--- src/sv/assert_macros.svh ---
// Assertion macros for the page table engine RTL.
`ifndef ASSERT_MACROS_SVH
`define ASSERT_MACROS_SVH

// Property checked on every rising clk edge while rst_n is high.
`define TLPT_ASSERT(lbl, prop, msg) \
  lbl: assert property (@(posedge clk) disable iff (!rst_n) prop) else $error(msg);

// Condition that must never hold while rst_n is high.
`define TLPT_NEVER(lbl, cond, msg) \
  lbl: assert property (@(posedge clk) disable iff (!rst_n) !(cond)) else $error(msg);

`endif

--- src/sv/tlpt_pkg.sv ---
// Types and constants shared by the page table engine modules.
`default_nettype none

package tlpt_pkg;

  localparam int ENTRIES = 1024;
  localparam int IDX_W   = 10;

  localparam logic [31:0] FRAME_MASK = 32'hffff_f000;
  localparam logic [11:0] DIR_FLAGS  = 12'h007;

  typedef enum logic [1:0] {
    OP_MAP   = 2'd0,
    OP_UNMAP = 2'd1,
    OP_XLAT  = 2'd2,
    OP_NONE  = 2'd3
  } opcode_t;

  typedef enum logic [2:0] {
    ST_OK           = 3'd0,
    ST_UNALIGNED    = 3'd1,
    ST_NO_MEM       = 3'd2,
    ST_EXISTS       = 3'd3,
    ST_ALREADY_FREE = 3'd4,
    ST_NO_DIR       = 3'd5,
    ST_NO_TABLE     = 3'd6
  } status_t;

  typedef enum logic [2:0] {
    S_CLEAR,
    S_IDLE,
    S_DIR,
    S_ZERO,
    S_TAB,
    S_RESP
  } state_t;

  typedef struct packed {
    logic             en;
    logic             we;
    logic [IDX_W-1:0] addr;
    logic [31:0]      wdata;
  } dir_req_t;

endpackage

`default_nettype wire

--- src/sv/tlpt_ctrl.sv ---
// Walk sequencer: directory clear, table walk, table zeroing and result register.
`default_nettype none
`include "assert_macros.svh"

module tlpt_ctrl #(
  parameter int TABLE_POOL_SIZE = 16,
  localparam int PA_W = $clog2(TABLE_POOL_SIZE * tlpt_pkg::ENTRIES)
) (
  input  wire                 clk,
  input  wire                 rst_n,
  input  wire                 in_valid,
  output logic                in_ready,
  input  wire  [1:0]          in_opcode,
  input  wire  [31:0]         in_virt_addr,
  input  wire  [31:0]         in_phys_addr,
  input  wire  [11:0]         in_permissions,
  output logic                out_valid,
  input  wire                 out_ready,
  output logic [2:0]          out_status,
  output logic [31:0]         out_translated_addr,
  output tlpt_pkg::dir_req_t  dir_req,
  input  wire  [31:0]         dir_rdata,
  output logic                pool_en,
  output logic                pool_we,
  output logic [PA_W-1:0]     pool_addr,
  output logic [31:0]         pool_wdata,
  input  wire  [31:0]         pool_rdata
);
  import tlpt_pkg::*;

  localparam int SLOT_W = (TABLE_POOL_SIZE > 1) ? $clog2(TABLE_POOL_SIZE) : 1;
  localparam int TU_W   = $clog2(TABLE_POOL_SIZE + 1);

  state_t              state_r, state_nxt;
  logic [IDX_W-1:0]    cnt_r, cnt_nxt;
  logic [TU_W-1:0]     tables_used_r, tables_used_nxt;
  opcode_t             op_r, op_nxt;
  logic [31:0]         va_r, va_nxt;
  logic [31:0]         pa_r, pa_nxt;
  logic [11:0]         perm_r, perm_nxt;
  logic [SLOT_W-1:0]   slot_r, slot_nxt;
  status_t             res_status_r, res_status_nxt;
  logic [31:0]         res_xlat_r, res_xlat_nxt;
  logic                out_valid_r, out_valid_nxt;
  status_t             out_status_r, out_status_nxt;
  logic [31:0]         out_xlat_r, out_xlat_nxt;

  logic                dir_ok;
  logic                map_unaligned;
  logic                te_present;
  logic [31:0]         new_pte;
  logic [IDX_W-1:0]    tab_idx;

  assign tab_idx       = va_r[21:12];
  assign dir_ok        = dir_rdata[0] && (dir_rdata[31:12] < 20'(TABLE_POOL_SIZE));
  assign map_unaligned = (pa_r[11:0] != 12'd0) || (va_r[11:0] != 12'd0);
  assign te_present    = pool_rdata[0];
  assign new_pte       = (pa_r & FRAME_MASK) | {20'd0, perm_r} | 32'd1;

  always_comb begin
    state_nxt       = state_r;
    cnt_nxt         = cnt_r;
    tables_used_nxt = tables_used_r;
    op_nxt          = op_r;
    va_nxt          = va_r;
    pa_nxt          = pa_r;
    perm_nxt        = perm_r;
    slot_nxt        = slot_r;
    res_status_nxt  = res_status_r;
    res_xlat_nxt    = res_xlat_r;
    out_valid_nxt   = out_valid_r;
    out_status_nxt  = out_status_r;
    out_xlat_nxt    = out_xlat_r;
    in_ready        = 1'b0;
    dir_req         = '0;
    pool_en         = 1'b0;
    pool_we         = 1'b0;
    pool_addr       = PA_W'({slot_r, tab_idx});
    pool_wdata      = '0;

    if (out_valid_r && out_ready) begin
      out_valid_nxt = 1'b0;
    end

    unique case (state_r)
      S_CLEAR: begin
        dir_req.en = 1'b1;
        dir_req.we = 1'b1;
        dir_req.addr = cnt_r;
        cnt_nxt = cnt_r + 1'b1;
        if (&cnt_r) begin
          state_nxt = S_IDLE;
        end
      end
      S_IDLE: begin
        in_ready = 1'b1;
        if (in_valid) begin
          op_nxt = opcode_t'(in_opcode);
          va_nxt = in_virt_addr;
          pa_nxt = in_phys_addr;
          perm_nxt = in_permissions;
          dir_req.en = 1'b1;
          dir_req.addr = in_virt_addr[31:22];
          state_nxt = S_DIR;
        end
      end
      S_DIR: begin
        state_nxt = S_RESP;
        res_xlat_nxt = '0;
        res_status_nxt = ST_OK;
        case (op_r)
          OP_MAP: begin
            if (map_unaligned) begin
              res_status_nxt = ST_UNALIGNED;
            end else if (dir_ok) begin
              pool_en = 1'b1;
              pool_addr = PA_W'({dir_rdata[12 +: SLOT_W], tab_idx});
              slot_nxt = dir_rdata[12 +: SLOT_W];
              state_nxt = S_TAB;
            end else if (tables_used_r >= TU_W'(TABLE_POOL_SIZE)) begin
              res_status_nxt = ST_NO_MEM;
            end else begin
              dir_req.en = 1'b1;
              dir_req.we = 1'b1;
              dir_req.addr = va_r[31:22];
              dir_req.wdata = {20'(tables_used_r), DIR_FLAGS};
              slot_nxt = SLOT_W'(tables_used_r);
              tables_used_nxt = tables_used_r + 1'b1;
              cnt_nxt = '0;
              state_nxt = S_ZERO;
            end
          end
          OP_UNMAP: begin
            if (va_r[11:0] != 12'd0) begin
              res_status_nxt = ST_UNALIGNED;
            end else if (dir_ok) begin
              pool_en = 1'b1;
              pool_addr = PA_W'({dir_rdata[12 +: SLOT_W], tab_idx});
              slot_nxt = dir_rdata[12 +: SLOT_W];
              state_nxt = S_TAB;
            end else begin
              res_status_nxt = ST_ALREADY_FREE;
            end
          end
          OP_XLAT: begin
            if (dir_ok) begin
              pool_en = 1'b1;
              pool_addr = PA_W'({dir_rdata[12 +: SLOT_W], tab_idx});
              slot_nxt = dir_rdata[12 +: SLOT_W];
              state_nxt = S_TAB;
            end else begin
              res_status_nxt = ST_NO_DIR;
            end
          end
          OP_NONE: begin
            res_status_nxt = ST_OK;
          end
          default: begin
            res_status_nxt = ST_OK;
          end
        endcase
      end
      S_ZERO: begin
        // A fresh table is swept to zero; the mapped entry is written on the way.
        pool_en = 1'b1;
        pool_we = 1'b1;
        pool_addr = PA_W'({slot_r, cnt_r});
        pool_wdata = (cnt_r == tab_idx) ? new_pte : '0;
        cnt_nxt = cnt_r + 1'b1;
        if (&cnt_r) begin
          res_status_nxt = ST_OK;
          state_nxt = S_RESP;
        end
      end
      S_TAB: begin
        state_nxt = S_RESP;
        case (op_r)
          OP_MAP: begin
            if (te_present) begin
              res_status_nxt = ST_EXISTS;
            end else begin
              pool_en = 1'b1;
              pool_we = 1'b1;
              pool_wdata = new_pte;
            end
          end
          OP_UNMAP: begin
            if (te_present) begin
              pool_en = 1'b1;
              pool_we = 1'b1;
            end else begin
              res_status_nxt = ST_ALREADY_FREE;
            end
          end
          OP_XLAT: begin
            if (te_present) begin
              res_xlat_nxt = (pool_rdata & FRAME_MASK) | {20'd0, va_r[11:0]};
            end else begin
              res_status_nxt = ST_NO_TABLE;
            end
          end
          default: begin
            res_status_nxt = ST_OK;
          end
        endcase
      end
      S_RESP: begin
        if (!out_valid_r || out_ready) begin
          out_valid_nxt = 1'b1;
          out_status_nxt = res_status_r;
          out_xlat_nxt = res_xlat_r;
          state_nxt = S_IDLE;
        end
      end
      default: begin
        state_nxt = S_CLEAR;
        cnt_nxt = '0;
      end
    endcase
  end

  always_ff @(posedge clk) begin
    if (!rst_n) begin
      state_r       <= S_CLEAR;
      cnt_r         <= '0;
      tables_used_r <= '0;
      out_valid_r   <= 1'b0;
    end else begin
      state_r       <= state_nxt;
      cnt_r         <= cnt_nxt;
      tables_used_r <= tables_used_nxt;
      out_valid_r   <= out_valid_nxt;
    end
  end

  always_ff @(posedge clk) begin
    op_r         <= op_nxt;
    va_r         <= va_nxt;
    pa_r         <= pa_nxt;
    perm_r       <= perm_nxt;
    slot_r       <= slot_nxt;
    res_status_r <= res_status_nxt;
    res_xlat_r   <= res_xlat_nxt;
    out_status_r <= out_status_nxt;
    out_xlat_r   <= out_xlat_nxt;
  end

  assign out_valid           = out_valid_r;
  assign out_status          = out_status_r;
  assign out_translated_addr = out_xlat_r;

  `TLPT_ASSERT(a_pool_bound, tables_used_r <= TU_W'(TABLE_POOL_SIZE), "pool count overflow")
  `TLPT_ASSERT(a_alloc_writes_dir, ($past(rst_n) && (tables_used_r != $past(tables_used_r))) |-> $past(dir_req.we && (state_r == S_DIR)), "table taken without directory write")
  `TLPT_ASSERT(a_result_from_resp, $rose(out_valid_r) |-> $past(state_r == S_RESP), "result loaded outside response step")
  `TLPT_NEVER(a_pool_write_state, pool_we && (state_r != S_TAB) && (state_r != S_ZERO), "pool written outside walk")

endmodule

`default_nettype wire

--- config.mk ---
export PLATFORM = sky130hd
export DESIGN_NAME = tlpt_ctrl
export DESIGN_NICKNAME = d
export VERILOG_FILES = /design/src/sv/tlpt_pkg.sv /design/src/sv/tlpt_ctrl.sv
export VERILOG_INCLUDE_DIRS = /design/src /design/src/sv
export SDC_FILE = /design/constraint.sdc
export NUM_CORES = 1
export LEC_CHECK = 0
export BUFFER_PORTS_ARGS = -buffer_cell sky130_fd_sc_hd__clkbuf_2
export CAP_MARGIN = 20
export CORE_ASPECT_RATIO = 1.2
export CORE_MARGIN = 4
export CORE_UTILIZATION = 30
export CTS_BUF_LIST = sky130_fd_sc_hd__clkbuf_8
export CTS_CLUSTER_DIAMETER = 150
export DETAILED_ROUTE_END_ITERATION = 10
export PLACE_DENSITY = 0.57
export REMOVE_ABC_BUFFERS = 1
export SYNTH_ARGS = -nofsm -noshare
export SYNTH_HDL_FRONTEND = slang
export SYNTH_SLANG_ARGS = --single-unit
--- constraint.sdc ---
create_clock -name clk -period 5.5 [get_ports clk]
set_input_delay 0.275 -clock clk [delete_from_list [all_inputs] [get_ports clk]]
set_output_delay 0.275 -clock clk [all_outputs]
set_load 0.02 [all_outputs]
==> results.tsv, run 1 <==
metric	value	unit
first-pass GRT wire length	28500	um
clock sinks	170	
final hold vios	0	
htree depth	4	
area grow syn2layout	34.4	%
end of the worst register-to-register path	tables_used_r[0]	
Vias/cell	4.59	
clk buf depth	2	
wire per inst	15.4	um
pwr dens	246	nW/um2
Max rail drop VDD	0.135	mV
initial core utilization	30.6	%
hold slack final	125	ps
Remaining Overflow, GRT	0	
DRT iter0 DRCs	375	
sequential fraction of the synthesis area	66.5	%
root buffer cell	clkbuf_8	
post-CTS sizing	0	
max_cap viols	0	
Hold Path Stages	2	
worst r2r path cells	6	
met3 Track Usage GR	3.73	%
Avg Cell Area, Syn	13.1	um2
final setup vio count	0	
Top Usage Layer GRT	met2	
GPL Wtd Cong	0.837	
end of the worst hold path	res_xlat_r[23]	
CTS buffer count	17	
Finished Cell Area	9940	um2
fraction of registers with async set/reset	0	%
layout cells sized above 1	32.9	%
Final Skew	16.0	ps
antenna-violating nets left	0	
Post-synth EDFFs	151	
Seq cells post-synth	170	
most frequent cells in the layout	clkbuf_2, edfxtp_1, dlygate4sd3_1	
gr usage total	13.2	%
Leak	4.14	nW
Layout Nets	1006	
DR vias	5445	
mapped cell area	7390	um2
Die Span Y	180	um
Cells after Synth	566	
Crit Path Class	reg -> out	
Min-Delay Startpoint	pool_rdata[23]	
n_diodes	0	
status	completed	
Max-slew headroom	29.8	%
largest net degree at the start of global routing	54	
RSZ-0062 raised after global routing	no	
CTS tree	built	
DR DRC count	0	
met2 Usage GRT	22.4	%
Core Region	24100	um2
Hold Buf Count CTS	76	
Rows	62	
Worst setup EP type	primary output	
IO buf count	226	
Critical Path Source Type	register	
final period utilization	70.7	%
met1 Track Usage GR	16.3	%
initial antenna violation count	0	
Period minus WS final	3890	ps
prevailing post-synth register cell	edfxtp_1	
vias in the first global route	5466	
Area after DPL	8720	um2
Final Max Slew Viols	0	
wirelength, routed	18300	um
HPWL after DPL	12700	um
fillcell total	2275	
Hold Path Class	in -> reg	
Die Area	27200	um2
CP Max Fanout	32	
start of the worst register-to-register path	op_r[0]	
Post-CTS Repair Setup Buffers	0	
Worst EP arrival	3610	ps
worst endpoint required time	5220	ps
clk slew on worst S/H paths	120	ps
flop2flop setup slack	2800	ps
Worst Max-Slew Pin Slew	1050	ps
Unique masters post-synth	59	
FMAX	0.257	GHz
Synth Warn #	0	
total iterations of the first detailed-routing run	5	
Die W	151	um
I/O pin count	275	
Clock Latency Late Sink	460	ps
leading cell type in the layout, fill and taps excluded	clkbuf_2	
[routing by layer]
| layer | up-vias | routed length [um] |
|---|---|---|
| li1 | 2616 | - |
| met1 | 2594 | 7540 |
| met2 | 219 | 8980 |
| met3 | 16 | 1520 |
| met4 | 0 | 224 |
| met5 | - | 0 |
[per-stage QoR]
step | power (W) | TNS, ps | instances | setup WS (ps) | utilization (%)
2_1_floorplan | 0.00145 | -214140 | 526 | -2840 | -
3_3_place_gp | 0.00150 | 0 | 1077 | 1980 | 36.1
3_5_place_dp | 0.00150 | 0 | 1077 | 2010 | 36.1
4_1_cts | 0.00249 | 0 | 1185 | 1480 | 41.2
5_1_grt | 0.00255 | 0 | 1186 | 1260 | 41.2
6_report | 0.00245 | 0 | 1186 | 1610 | 41.2
[cell families after synthesis]
group,synth area share [%]
AO/OA/AOI/OAI,9.83
XOR/XNOR,1.18
adder cells (fa/ha/maj),1.18
buffers and inverters,5.28
flip-flops,66.5
multiplexers,0.812
other,0.0507
AND/OR/NAND/NOR,15.2
[synth_stat cells, types with 5 or more instances]
library cell  count  area [um2]
clkbuf_1         28         105
nor2_1           18        67.6
buf_4            28         210
a211oi_1          5        37.5
a31oi_1           5        31.3
or2_2             6        37.5
nor3_1           10        50.1
mux2i_1           6        60.1
edfxtp_1        151        4530
a22o_1           14         123
buf_2             6        30.0
ha_1              7        87.6
inv_1            10        37.5
a21o_1           14         105
o21ai_0          13        65.1
dfxtp_1          19         380
nand2_1          52         195
a21oi_1          18        90.1
nand3_1           8        40.0
and2_1           36         225
and3_1           36         225
xor2_1            6        52.6
nor4_1            6        37.5
[state kept, by name, summed over array words and instances (netlist names)]
register	cells
slot_r	4
out_status	3
op_r	2
perm_r	11
cnt_r	10
out_valid	1
tables_used_r	5
res_status_r	3
va_r	32
pa_r	32
res_xlat_r	32
state_r	3
out_translated_addr	32
[where the power goes]
part	switching, W	total [W]	internal, W
combinational	0.0000482	0.000120	0.0000722
clock	0.000571	0.000933	0.000363
sequential	0.00000321	0.00140	0.00139
total	0.000622	0.00245	0.00183
[cell type report]
cell class | instances | area, um2 | area share, %
clock buffers | 17 | 234 | 2.35
multi-input cells | 346 | 2200 | 22.1
inverters | 10 | 37.5 | 0.378
flip-flops and latches | 170 | 4910 | 49.4
repair buffers | 308 | 1940 | 19.5
well taps | 320 | 400 | 4.03
clock inverters | 15 | 216 | 2.18
[worst max-delay path by stage]
stage	start	to
2_1_floorplan	state_r[2]	dir_req[32]
3_3_place_gp	state_r[1]	pool_wdata[18]
6_report	state_r[1]	pool_wdata[18]
3_5_place_dp	state_r[1]	pool_wdata[18]
5_1_grt	state_r[1]	pool_wdata[18]
4_1_cts	state_r[1]	pool_wdata[18]
[worst max-delay path, stage by stage, from the launching register on]
cell and delay [ps]:
dfxtp_1 780, nor2b_1 270, nand2_1 370, nor4_1 450, a22o_1 820, and2_1 270
clkbuf_2 180
Power figures use the tool's default switching activity.
==> inputs of run 2 (changes only) <==
--- a/config.mk
+++ b/config.mk
@@ -14,7 +14,7 @@
 export CTS_BUF_LIST = sky130_fd_sc_hd__clkbuf_8
 export CTS_CLUSTER_DIAMETER = 150
 export DETAILED_ROUTE_END_ITERATION = 10
-export PLACE_DENSITY = 0.57
+export PLACE_DENSITY = 0.59
 export REMOVE_ABC_BUFFERS = 1
 export SYNTH_ARGS = -nofsm -noshare
 export SYNTH_HDL_FRONTEND = slang
==> constraint.sdc (replaced) <==
create_clock -name clk -period 3.1 [get_ports clk]
set_input_delay 0.155 -clock clk [delete_from_list [all_inputs] [get_ports clk]]
set_output_delay 0.155 -clock clk [all_outputs]
set_load 0.02 [all_outputs]
==> run 2 against run 1 <==
  * Sequential power increased by 77%
  * Combinational power increased by 98%
  * Via count grew 1.9%
  * Worst setup slack lost 1400 ps
  * Register-to-register slack worse by 2100 ps
  * Routed wire length is 0.89% higher
  * Die area did not move
  * Total power rose by 79%
  * Clock power grew 78%
  * Critical path depth is 1 higher
==> results.tsv, run 2 (synthesis gave the netlist of run 1 again) <==
metric	value	unit	change
status	completed		
HPWL after DPL	12900	um	+1.4%
Post-CTS Repair Setup Buffers	0		unchanged
IO buf count	226		unchanged
Die Span Y	180	um	unchanged
Worst Max-Slew Pin Slew	829	ps	-223 ps
CTS tree	built		
worst endpoint required time	2940	ps	-2280 ps
Final Max Slew Viols	0		unchanged
clk slew on worst S/H paths	110	ps	about the same
Crit Path Class	reg -> out		
Hold Buf Count CTS	98		+29%
Finished Cell Area	10200	um2	+3.1%
leading cell type in the layout, fill and taps excluded	clkbuf_2		
Die W	151	um	unchanged
Max rail drop VDD	0.263	mV	+94%
clk buf depth	2		unchanged
htree depth	4		unchanged
Critical Path Source Type	register		
RSZ-0062 raised after global routing	no		
post-CTS sizing	0		unchanged
initial antenna violation count	0		unchanged
antenna-violating nets left	0		unchanged
Leak	4.29	nW	+3.7%
Slowest cell on crit path	edfxtp_1		
wire per inst	15.1	um	-1.8%
Area after DPL	8820	um2	+1.2%
DR DRC count	0		unchanged
vias in the first global route	5542		+1.4%
max_cap viols	0		unchanged
final setup vio count	0		unchanged
Layout Nets	1039		+3.3%
Worst setup EP type	primary output		
Critical Path Start	va_r[1]		
Remaining Overflow, GRT	0		unchanged
Min-Delay Startpoint	dir_rdata[15]		
Final Skew	25.1	ps	+9.06 ps
gr usage total	13.3	%	+0.093 points
Die Area	27200	um2	unchanged
FMAX	0.347	GHz	
final hold vios	0		unchanged
setup TNS	0	ps	unchanged
max incr delay on CP	440	ps	-380 ps
Rows	62		unchanged
Period minus WS final	2880	ps	
largest net degree at the start of global routing	39		-28%
flop2flop setup slack	670	ps	-2130 ps
most frequent cells in the layout	clkbuf_2, edfxtp_1, dlygate4sd3_1		
GPL Wtd Cong	0.792		-5.3%
layout cells sized above 1	33.0	%	+0.13 points
Max-slew headroom	44.6	%	+15 points
Vias/cell	4.55		-0.83%
clock sinks	170		unchanged
Clock Latency Late Sink	460	ps	about the same
Worst EP arrival	2730	ps	-880 ps
DRT iter0 DRCs	312		-17%
total iterations of the first detailed-routing run	5		unchanged
first-pass GRT wire length	28500	um	+0.22%
Hold Path Class	in -> reg		
CP Max Fanout	14		-56%
worst r2r path cells	6		unchanged
Core Region	24100	um2	unchanged
wirelength, routed	18400	um	+0.89%
I/O pin count	275		unchanged
CTS buffer count	17		unchanged
area grow syn2layout	38.6	%	
pwr dens	427	nW/um2	+73%
worst setup path end	dir_req[41]		
root buffer cell	clkbuf_8		
start of the worst register-to-register path	cnt_r[0]		
fillcell total	2265		-0.44%
end of the worst register-to-register path	res_status_r[1]		
crit-path cells	nor4_4 -> nand3_2 -> a211o_4 -> nor2_2 -> buf_12 -> a21o_1 -> clkbuf_2		
n_diodes	0		unchanged
initial core utilization	30.6	%	unchanged
final period utilization	93.0	%	
DR vias	5550		+1.9%
[run 2: cell count changes in the layout (fill, tap and decap cells not counted)]
cell	delta
dlygate4sd3_1	+21
buf_4	+11
clkinv_8	-2
buf_12	+1
inv_12	+1
inv_8	+1
[run 2: metal layers]
metal / vias up / routed length (um) / global-route usage [%]
met5: - / 0 / 0
met4: 0 / 239 / 3.92
met3: 16 / 1600 / 3.88
met2: 241 / 8860 / 21.7
met1: 2613 / 7730 / 17.0
li1: 2680 / - / -
[run 2: report_power, final]
group | switching (W) | internal, W | total, W | leakage, nW
sequential | 0.00000386 | 0.00247 | 0.00248 | 1.52
combinational | 0.0000916 | 0.000146 | 0.000238 | 2.55
clock | 0.00102 | 0.000646 | 0.00166 | 0.217
[run 2: critical path, delay by kind of cell (launching register included)]
kind            cells  cell delay, ps
simple gates        3             900
compound gates      2             570
flops               1             440
buf+inv             2             360
[run 2: metrics by stage]
| step | setup slack (ps) | hold WS [ps] | total power [W] | utilization, % | std cells |
|---|---|---|---|---|---|
| global placement | 664 | 333 | 0.00266 | 36.6 | 1089 |
| global route | 7.22 | 14.3 | 0.00457 | 42.5 | 1219 |
| floorplan | -5120 | 254 | 0.00257 | - | 526 |
| detailed placement | 664 | 334 | 0.00266 | 36.6 | 1089 |
| CTS | 133 | 4.52 | 0.00446 | 42.5 | 1219 |
| finish | 217 | 46.1 | 0.00438 | 42.5 | 1219 |
[run 2: final cells by class]
type | count | area [um2] | share of cell area [%]
inverter | 10 | 37.5 | 0.366
tap | 320 | 400 | 3.91
clock inverter | 15 | 211 | 2.06
timing repair buffer | 341 | 2250 | 22.0
multi-input combinational | 346 | 2200 | 21.4
clock buffer | 17 | 234 | 2.28
sequential | 170 | 4910 | 48.0
[run 2: worst min-delay path by stage]
stage	to	slack, ps	cells past startpoint
finish	slot_r[3]	50	3
global route	slot_r[3]	10	3
CTS	slot_r[3]	5	3
detailed placement	pa_r[31]	330	1
global placement	perm_r[6]	330	1
floorplan	op_r[0]	250	0
==> inputs of run 3 (changes only) <==
--- a/config.mk
+++ b/config.mk
@@ -15,6 +15,7 @@
 export CTS_CLUSTER_DIAMETER = 150
 export DETAILED_ROUTE_END_ITERATION = 10
 export PLACE_DENSITY = 0.59
+export RECOVER_POWER = 100
 export REMOVE_ABC_BUFFERS = 1
 export SYNTH_ARGS = -nofsm -noshare
 export SYNTH_HDL_FRONTEND = slang
==> run 3 against run 2 <==
  * Register-to-register slack got worse by 140 ps
  * Worst hold slack got worse by 0.59 ps
  * Worst setup slack got worse by 15 ps
  * Total power rose by 0.16%
  * First-iteration DRC count rose by 3.5%
  * Sequential power barely moved
==> results.tsv, run 3 (synthesis gave the netlist of run 1 again) <==
metric	value	unit	change
Worst setup EP type	primary output		
initial core utilization	30.6	%	unchanged
start of the worst register-to-register path	state_r[2]		
Vias/cell	4.57		+0.40%
layout cells sized above 1	22.7	%	-10 points
final hold vios	0		unchanged
FMAX	0.345	GHz	-0.51%
Finished Layout Cells	1219		unchanged
max_cap viols	0		unchanged
flop2flop setup slack	530	ps	-140 ps
CTS tree	built		
Core Region	24100	um2	unchanged
htree depth	4		unchanged
final setup vio count	0		unchanged
end of the worst register-to-register path	pa_r[20]		
GPL Wtd Cong	0.792		unchanged
Layout Nets	1039		unchanged
Slowest cell on crit path	edfxtp_1		
Worst Max-Slew Pin Slew	957	ps	+128 ps
setup TNS	0	ps	unchanged
Remaining Overflow, GRT	0		unchanged
post-placement cell count	1089		unchanged
worst r2r path cells	5		-1
first-pass GRT wire length	28500	um	unchanged
end of the worst hold path	slot_r[3]		
post-CTS sizing	0		unchanged
area grow syn2layout	36.8	%	
Max rail drop VDD	0.265	mV	+0.73%
Critical Path Start	va_r[1]		
Post-CTS Repair Setup Buffers	0		unchanged
clk buf depth	2		unchanged
largest net degree at the start of global routing	39		unchanged
Finished Cell Area	10100	um2	-1.3%
Die W	151	um	unchanged
DRT iter0 DRCs	323		+3.5%
CP Max Fanout	14		unchanged
clock sinks	170		unchanged
Die Span Y	180	um	unchanged
Worst EP arrival	2740	ps	about the same
hold slack final	45.5	ps	-0.590 ps
pwr dens	434	nW/um2	+1.5%
Area after DPL	8820	um2	unchanged
max incr delay on CP	440	ps	about the same
worst endpoint required time	2940	ps	about the same
Crit Path Class	reg -> out		
root buffer cell	clkbuf_8		
Die Area	27200	um2	unchanged
n_diodes	0		unchanged
clk slew on worst S/H paths	110	ps	about the same
Rows	62		unchanged
Period minus WS final	2900	ps	+14.8 ps
Final Skew	24.2	ps	-0.910 ps
RSZ-0062 raised after global routing	no		
Min-Delay Startpoint	dir_rdata[15]		
leading cell type in the layout, fill and taps excluded	edfxtp_1		
I/O pin count	275		unchanged
Clock Latency Late Sink	460	ps	about the same
Core Util, Final	41.9	%	-0.57 points
Critical Path Source Type	register		
DR vias	5572		+0.40%
crit-path cells	nor4_4 -> nand3_2 -> a211o_4 -> nor2_2 -> buf_12 -> a21o_1 -> clkbuf_2		
gr usage total	13.3	%	unchanged
HPWL after DPL	12900	um	unchanged
Hold Buf Count CTS	98		unchanged
Hold Path Class	in -> reg		
Hold Path Stages	3		unchanged
Leak	3.98	nW	-7.1%
final period utilization	93.5	%	+0.48 points
vias in the first global route	5542		unchanged
initial antenna violation count	0		unchanged
DR DRC count	0		unchanged
CTS buffer count	17		unchanged
wire per inst	15.3	um	+0.94%
Final Max Slew Viols	0		unchanged
wirelength, routed	18600	um	+0.94%
antenna-violating nets left	0		unchanged
most frequent cells in the layout	edfxtp_1, clkbuf_2, dlygate4sd3_1		
status	completed		
Max-slew headroom	36.2	%	-8.4 points
IO buf count	226		unchanged
total iterations of the first detailed-routing run	5		unchanged
## run 3: changes by cell type in the layout (fill, tap and decap cells not counted), moves of 5 or more
cell      previous run  this run
and2_1              36        21
buf_4               16        11
clkbuf_2           226       140
and2_0               0        15
clkbuf_1             0        91
## run 3: how the worst max path moves through the flow
stage | cells after the start | to | slack [ps]
final | 7 | dir_req[41] | 200
after global routing | 7 | dir_req[39] | 7
after CTS | 7 | dir_req[41] | 130
after detailed placement | 6 | slot_r[0] | 660
after global placement | 6 | slot_r[0] | 660
after floorplan | 4 | dir_req[32] | -5120
## run 3: power breakdown
group | internal (W) | switching [W] | leakage (nW)
sequential | 0.00247 | 0.00000381 | 1.52
combinational | 0.000144 | 0.0000921 | 2.25
clock | 0.000646 | 0.00103 | 0.217
total | 0.00326 | 0.00112 | 3.98
## run 3: area by class of cell
| type | instances | area, um2 |
|---|---|---|
| fillers | 2318 | 14000 |
| flip-flops and latches | 170 | 4910 |
| multi-input cells | 346 | 2190 |
| repair buffers | 341 | 2130 |
| well taps | 320 | 400 |
| clock buffers | 17 | 234 |
| clock inverters | 15 | 211 |
| inverters | 10 | 37.5 |
## run 3: critical path, delay by kind of cell, from the launching register on
kind | cells | cell delay [ps]
AND/OR/NAND/NOR | 3 | 910
AO/OA/AOI/OAI | 2 | 570
flip-flops | 1 | 440
buffers and inverters | 2 | 360
## run 3: metrics by stage
stage | setup WS (ps) | power, W
after floorplan | -5120 | 0.00257
after global placement | 664 | 0.00266
after detailed placement | 664 | 0.00266
after CTS | 133 | 0.00446
after global routing | 7.33 | 0.00457
final | 202 | 0.00438
## run 3: metal layers
metal / part of all wire [%] / wire, um / vias up / GRT usage, %
li1: - / - / 2677 / -
met1: 43 / 7950 / 2639 / 17.0
met2: 48 / 8860 / 242 / 21.7
met3: 8.3 / 1540 / 14 / 3.88
met4: 1.3 / 244 / 0 / 3.92
met5: 0 / 0 / - / 0
